--- src/hw/rtl/mwmf_pkg.sv ---
`timescale 1ns / 1ps

package mwmf_pkg;

	localparam int DATA_W     = 16;
	localparam int WINDOW_DEF = 10;

	typedef struct packed {
		logic wr;
		logic scan;
		logic load;
	} ctrl_cmd_t;

endpackage

--- src/hw/rtl/mwmf_ctrl.sv ---
`timescale 1ns / 1ps

module mwmf_ctrl #(
	parameter int WINDOW = mwmf_pkg::WINDOW_DEF,
	parameter int IDX_W  = (WINDOW > 1) ? $clog2(WINDOW) : 1
) (
	input  logic                   clk,
	input  logic                   arst_n,
	input  logic                   in_valid,
	output logic                   in_ready,
	output logic                   out_valid,
	input  logic                   out_ready,
	output mwmf_pkg::ctrl_cmd_t    cmd,
	output logic [IDX_W-1:0]       scan_idx
);
	import mwmf_pkg::*;

	typedef enum logic [1:0] {
		ST_IDLE,
		ST_SCAN,
		ST_FLUSH,
		ST_FINISH
	} state_t;

	localparam logic [IDX_W-1:0] LAST_IDX = IDX_W'(WINDOW - 1);

	state_t           state_q;
	logic [IDX_W-1:0] idx_q;
	logic             out_valid_q;

	assign in_ready  = (state_q == ST_IDLE);
	assign out_valid = out_valid_q;
	assign scan_idx  = idx_q;
	assign cmd.wr    = in_valid && in_ready;
	assign cmd.scan  = (state_q == ST_SCAN);
	assign cmd.load  = (state_q == ST_FINISH) && (!out_valid_q || out_ready);

	always_ff @(posedge clk or negedge arst_n) begin
		if (!arst_n) begin
			state_q     <= ST_IDLE;
			idx_q       <= '0;
			out_valid_q <= 1'b0;
		end else begin
			if (cmd.load) begin
				out_valid_q <= 1'b1;
			end else if (out_valid_q && out_ready) begin
				out_valid_q <= 1'b0;
			end
			case (state_q)
				ST_IDLE: begin
					if (cmd.wr) begin
						idx_q   <= '0;
						state_q <= ST_SCAN;
					end
				end
				ST_SCAN: begin
					if (idx_q == LAST_IDX) begin
						state_q <= ST_FLUSH;
					end else begin
						idx_q <= idx_q + 1'b1;
					end
				end
				ST_FLUSH: begin
					state_q <= ST_FINISH;
				end
				ST_FINISH: begin
					if (cmd.load) begin
						state_q <= ST_IDLE;
					end
				end
				default: begin
					state_q <= ST_IDLE;
				end
			endcase
		end
	end

endmodule

--- src/hw/rtl/mwmf_dp.sv ---
`timescale 1ns / 1ps

module mwmf_dp #(
	parameter int WINDOW = mwmf_pkg::WINDOW_DEF,
	parameter int IDX_W  = (WINDOW > 1) ? $clog2(WINDOW) : 1
) (
	input  logic                                clk,
	input  logic                                arst_n,
	input  mwmf_pkg::ctrl_cmd_t                 cmd,
	input  logic [IDX_W-1:0]                    scan_idx,
	input  logic signed [mwmf_pkg::DATA_W-1:0]  sample,
	output logic signed [mwmf_pkg::DATA_W-1:0]  median
);
	import mwmf_pkg::*;

	localparam int RANK_W  = $clog2(WINDOW + 1);
	localparam int RANK_HI = WINDOW / 2;
	localparam int RANK_LO = (WINDOW / 2 == 0) ? 0 : WINDOW / 2 - 1;
	localparam logic [IDX_W-1:0] LAST_IDX = IDX_W'(WINDOW - 1);

	logic signed [DATA_W-1:0] store_q [WINDOW];
	logic [IDX_W-1:0]         wptr_q;
	logic signed [DATA_W-1:0] cand;
	logic [WINDOW-1:0]        lt;
	logic [WINDOW-1:0]        lt_s1;
	logic signed [DATA_W-1:0] cand_s1;
	logic                     valid_s1;
	logic [RANK_W-1:0]        rank;
	logic signed [DATA_W-1:0] lo_q;
	logic signed [DATA_W-1:0] hi_q;
	logic signed [DATA_W:0]   pair_sum;
	logic signed [DATA_W-1:0] med_next;
	logic signed [DATA_W-1:0] median_q;

	always_ff @(posedge clk or negedge arst_n) begin
		if (!arst_n) begin
			for (int k = 0; k < WINDOW; k++) begin
				store_q[k] <= '0;
			end
			wptr_q <= '0;
		end else if (cmd.wr) begin
			store_q[wptr_q] <= sample;
			wptr_q          <= (wptr_q == LAST_IDX) ? '0 : wptr_q + 1'b1;
		end
	end

	// duplicates ranked by position so ranks form a permutation
	assign cand = store_q[scan_idx];
	always_comb begin
		for (int j = 0; j < WINDOW; j++) begin
			lt[j] = (store_q[j] < cand) || ((store_q[j] == cand) && (IDX_W'(j) < scan_idx));
		end
	end

	always_ff @(posedge clk or negedge arst_n) begin
		if (!arst_n) begin
			valid_s1 <= 1'b0;
		end else begin
			valid_s1 <= cmd.scan;
		end
	end

	always_ff @(posedge clk) begin
		lt_s1   <= lt;
		cand_s1 <= cand;
	end

	always_comb begin
		rank = '0;
		for (int j = 0; j < WINDOW; j++) begin
			rank = rank + RANK_W'(lt_s1[j]);
		end
	end

	always_ff @(posedge clk) begin
		if (valid_s1 && (rank == RANK_W'(RANK_LO))) begin
			lo_q <= cand_s1;
		end
		if (valid_s1 && (rank == RANK_W'(RANK_HI))) begin
			hi_q <= cand_s1;
		end
	end

	assign pair_sum = (DATA_W + 1)'(lo_q) + (DATA_W + 1)'(hi_q);
	assign med_next = ((WINDOW % 2) == 0) ? DATA_W'(pair_sum >>> 1) : hi_q;

	always_ff @(posedge clk) begin
		if (cmd.load) begin
			median_q <= med_next;
		end
	end

	assign median = median_q;

endmodule

--- src/hw/rtl/moving_window_median_filter_unit.sv ---
`timescale 1ns / 1ps
// The result becomes valid after the ranking scan, the flush state and the load into the output register.
// A new sample is taken only once the previous result has been loaded; the ranking scan visits one ring entry
//   per cycle, comparing it against all entries and counting its rank.
// The next sample is taken while a finished result still waits in the output register.
// Reset (arst_n low, asynchronous): ring cleared to zero, write pointer zero, no result.

module moving_window_median_filter_unit #(
	parameter int WINDOW = mwmf_pkg::WINDOW_DEF
) (
	input  logic                               clk,
	input  logic                               arst_n,
	input  logic                               s_tvalid,
	output logic                               s_tready,
	input  logic [mwmf_pkg::DATA_W-1:0]        s_tdata,  // [15:0] sample
	output logic                               m_tvalid,
	input  logic                               m_tready,
	output logic [mwmf_pkg::DATA_W-1:0]        m_tdata   // [15:0] median
);
	import mwmf_pkg::*;

	localparam int IDX_W = (WINDOW > 1) ? $clog2(WINDOW) : 1;

	ctrl_cmd_t                cmd;
	logic [IDX_W-1:0]         scan_idx;
	logic signed [DATA_W-1:0] median;

	mwmf_ctrl #(
		.WINDOW (WINDOW),
		.IDX_W  (IDX_W)
	) u_ctrl (
		.clk       (clk),
		.arst_n    (arst_n),
		.in_valid  (s_tvalid),
		.in_ready  (s_tready),
		.out_valid (m_tvalid),
		.out_ready (m_tready),
		.cmd       (cmd),
		.scan_idx  (scan_idx)
	);

	mwmf_dp #(
		.WINDOW (WINDOW),
		.IDX_W  (IDX_W)
	) u_dp (
		.clk      (clk),
		.arst_n   (arst_n),
		.cmd      (cmd),
		.scan_idx (scan_idx),
		.sample   (signed'(s_tdata)),
		.median   (median)
	);

	assign m_tdata = unsigned'(median);

	a_busy_after_accept: assert property (@(posedge clk) disable iff (!arst_n)
		s_tvalid && s_tready |=> !s_tready)
		else $error("input accepted while a sample is in progress");

	a_no_overwrite: assert property (@(posedge clk) disable iff (!arst_n)
		cmd.load && m_tvalid |-> m_tready)
		else $error("output register overwritten before transfer");

	a_scan_range: assert property (@(posedge clk) disable iff (!arst_n)
		cmd.scan |-> (scan_idx < IDX_W'(WINDOW - 1)) || (scan_idx == IDX_W'(WINDOW - 1)))
		else $error("scan index beyond window");

	a_no_scan_idle: assert property (@(posedge clk) disable iff (!arst_n)
		cmd.scan |-> !s_tready && !cmd.load)
		else $error("scan overlaps idle or result load");

endmodule
--- config.mk ---
export PLATFORM = sky130hd
export DESIGN_NAME = moving_window_median_filter_unit
export DESIGN_NICKNAME = d
export VERILOG_FILES = /design/src/hw/rtl/mwmf_pkg.sv /design/src/hw/rtl/mwmf_ctrl.sv /design/src/hw/rtl/mwmf_dp.sv /design/src/hw/rtl/moving_window_median_filter_unit.sv
export SDC_FILE = /design/constraint.sdc
export NUM_CORES = 1
export LEC_CHECK = 0
export ABC_AREA = 1
export BUFFER_PORTS_ARGS = -buffer_cell sky130_fd_sc_hd__buf_2
export CAP_MARGIN = 20
export CORE_ASPECT_RATIO = 0.75
export CORE_MARGIN = 5
export CORE_UTILIZATION = 45
export CTS_CLUSTER_DIAMETER = 60
export DETAILED_ROUTE_END_ITERATION = 10
export MAX_ROUTING_LAYER = met4
export PLACE_DENSITY = 0.61
export SYNTH_ARGS = -nofsm -noshare
export SYNTH_HDL_FRONTEND = slang
export SYNTH_SLANG_ARGS = --single-unit
export TNS_END_PERCENT = 30
--- constraint.sdc ---
create_clock -name clk -period 6.5 [get_ports clk]
set_input_delay 1.3 -clock clk [delete_from_list [all_inputs] [get_ports clk]]
set_output_delay 1.3 -clock clk [all_outputs]
set_load 0.02 [all_outputs]
==> impl_metrics.csv <==
group,metric,value,unit
status,status,"completed",
sta,rsz0062_at_grt,"false",
sta,layout_setup_ws,2.61,ns
synth,synth-edff-count,48,
clocking,cts_sinks,246,
synth,synth_cell_types,41,
clocking,cts_tree,"done",
sta,hold_viol_final,0,
floorplanning,initial_core_util,45.9,%
floorplanning,die_area,36900,sq um
clocking,cts-root-buf,"clkbuf_16",
synth,ys_seq_area_share,42.0,%
setup_path,critPathLaunchType,"flop",
final_layout,n_antenna_cell,0,
sta,setup_viol,0,
sta,finalCriticalPeriod,3.89,ns
detailed_routing,viasPerCell,5.34,
global_route,grt_max_degree,95,
clocking,cts-htree-levels,1,
detailed_routing,vias,12382,
global_route,grt.total_usage,24.0,%
final_layout,areaGrowthSynthToFinish,10.7,%
detailed_routing,antenna_left,0,
detailed_routing,drt-total-wl,42.9,mm
clocking,numCtsBuffers,30,
setup_path,cp.required,6.75,ns
detailed_routing,routedWlPerCell,18.5,um
clocking,cts_setup_buffers,0,
sta,fmax,257,MHz
place,place_congestion,0.885,
synth,synth.avg_cell_area,8.19,sq um
setup_path,arrival,4.15,ns
place,dp_cells,2262,
floorplanning,core_area,32500,sq um
synth,syn_area,14900,sq um
clocking,cts_resized,0,
min_path,min_path_type,"reg -> reg",
synth,syn_nets,2035,
synth,synthArstFlopShare,69.9,%
floorplanning,rows,57,
floorplanning,die_w,220,um
setup_path,regToRegSetupSlack,2.61,ns
final_layout,final_cell_count_no_fill,2318,
floorplanning,io-pin-count,38,
sta,drv_slew,0,
clocking,hold_buffers,0,
job,drv_cap,0,
clocking,cts_buffer_depth,3,
setup_path,path_class,"reg -> reg",
clocking,clk_latency,0.57,ns
sta,slew_headroom,36.7,%
floorplanning,die_h,168,um
setup_path,critPathMaxFanout,16,
place,preCtsSetupSlack,2.63,ns
sta,fin_worst_skew,0.0199,ns
clocking,clkTransAtPathRegs,0.06,ns
global_route,antenna_found_initial,0,
sta,tightest_slew,0.949,ns
global_route,grt_pass1_wl,67.5,mm
synth,ys_warn_count,0,
setup_path,worstSetupEndpointType,"flop",
global_route,gr-total-overflow,0,
detailed_routing,drt_iter0_markers,1031,
detailed_routing,firstDrtPassIters,5,
synth,ys.flop_type,"dfrtp_1",
synth,ys_ff_latch,246,
final_layout,drive_gt1_share,8.16,%
sta,fin_crit_sh,59.9,%
place,hpwl,30.7,mm
detailed_routing,remaining_drc_errors,0,
place,port-buffer-count,37,
global_route,first_global_vias,11539,
sta,tns,0,ns
synth,synthCells,1822,
final_layout,fin_nets,2065,
-- final cells by class --
class	count	area, sq um
Inverter	164	616
Clock buffer	40	841
Timing Repair Buffer	57	342
Fill cell	3192	16000
Tap cell	442	553
Sequential cell	246	6270
Multi-Input combinational cell	1353	7720
Clock inverter	16	173
-- kinds of logic after synthesis --
group | after synthesis | synth area share, %
AND/OR/NAND/NOR | 769 | 21.1
AO/OA/AOI/OAI | 381 | 13.4
flip-flops | 246 | 42.0
buffers and inverters | 223 | 6.40
adder cells (fa/ha/maj) | 193 | 16.5
XOR/XNOR | 10 | 0.587
-- layout by cell type, fill, tap and decap left out, types with 4 or more instances in the layout --
master     count
a21o_1        10
o2111ai_1      4
a21oi_1       85
clkinv_2       5
o21ai_1       77
buf_2         36
dfrtp_1      171
or2_2          6
dfxtp_1       26
nor2_1       147
nand2_2        4
inv_2         18
clkbuf_1       7
nand2_1      509
nand3_1       52
ha_1         186
o21ai_0      172
nand3_2       11
nor3_1        10
o22ai_1       24
fa_1           7
buf_4         20
inv_1        146
clkbuf_16     32
edfxtp_1      48
xor2_1         9
nand4_1       19
-- flip-flops by register name (all words and copies together), names as in the netlist --
signal,cells
u_dp.store_q,160
u_dp.cand_s1,16
u_dp.hi_q,16
u_dp.lo_q,16
u_dp.median,16
u_dp.lt_s1,10
u_ctrl.scan_idx,4
u_dp.wptr_q,4
u_ctrl.state_q,2
u_ctrl.out_valid,1
u_dp.valid_s1,1
-- layer usage --
| layer | share of wire [%] | up-vias | global-route usage [%] |
|---|---|---|---|
| li1 | - | 6161 | - |
| met1 | 50 | 5797 | 36.2 |
| met2 | 41 | 373 | 33.9 |
| met3 | 7.4 | 51 | 4.31 |
| met4 | 2.2 | 0 | 4.72 |
| met5 | 0 | - | - |
-- path summary, 6_finish.rpt --
check / start / end / cells past startpoint
min in group asynchronous: arst_n / u_dp.store_q[66] / 1
hold / removal: u_dp.cand_s1[6] / u_dp.hi_q[6] / 0
setup reg to reg: u_dp.lt_s1[0] / u_dp.hi_q[12] / 14
max in group asynchronous: arst_n / u_dp.store_q[75] / 2
hold reg to reg: u_dp.cand_s1[6] / u_dp.hi_q[6] / 0
setup / recovery: u_dp.lt_s1[0] / u_dp.hi_q[12] / 14
-- through the flow --
step | hold slack [ns] | util [%] | area (sq um)
after floorplan | 0.404 | - | 14900
after global placement | 0.409 | 47.6 | 15500
after detailed placement | 0.413 | 47.7 | 15500
after CTS | 0.429 | 50.8 | 16500
after global routing | 0.447 | 50.8 | 16500
final | 0.428 | 50.8 | 16500
-- critical path: stages (launching register included) --
cell and delay [ns]:
dfxtp_1 0.30, ha_1 0.28, inv_1 0.07, fa_1 0.43, fa_1 0.46, fa_1 0.49, inv_1 0.05, fa_1 0.37
inv_1 0.08, fa_1 0.19, inv_1 0.05, a211oi_1 0.17, o21ai_0 0.17, nor3b_2 0.20, buf_4 0.27
-- synthesized netlist by cell type (all sizes together), types with 10 or more instances --
master,instances,area (sq um)
nand2,513,1940
o21ai,249,1250
ha,186,2330
dfrtp,172,4300
inv,164,616
nor2,151,582
a21oi,87,439
nand3,63,360
edfxtp,48,1440
buf,44,280
dfxtp,26,521
o22ai,24,150
nand4,19,119
clkbuf,15,58.8
nor3,13,81.3
a21o,10,75.1
Power is left out: the tool's default activity adds up to more than one toggle a clock period on the data nets, which glitch-free logic cannot reach.
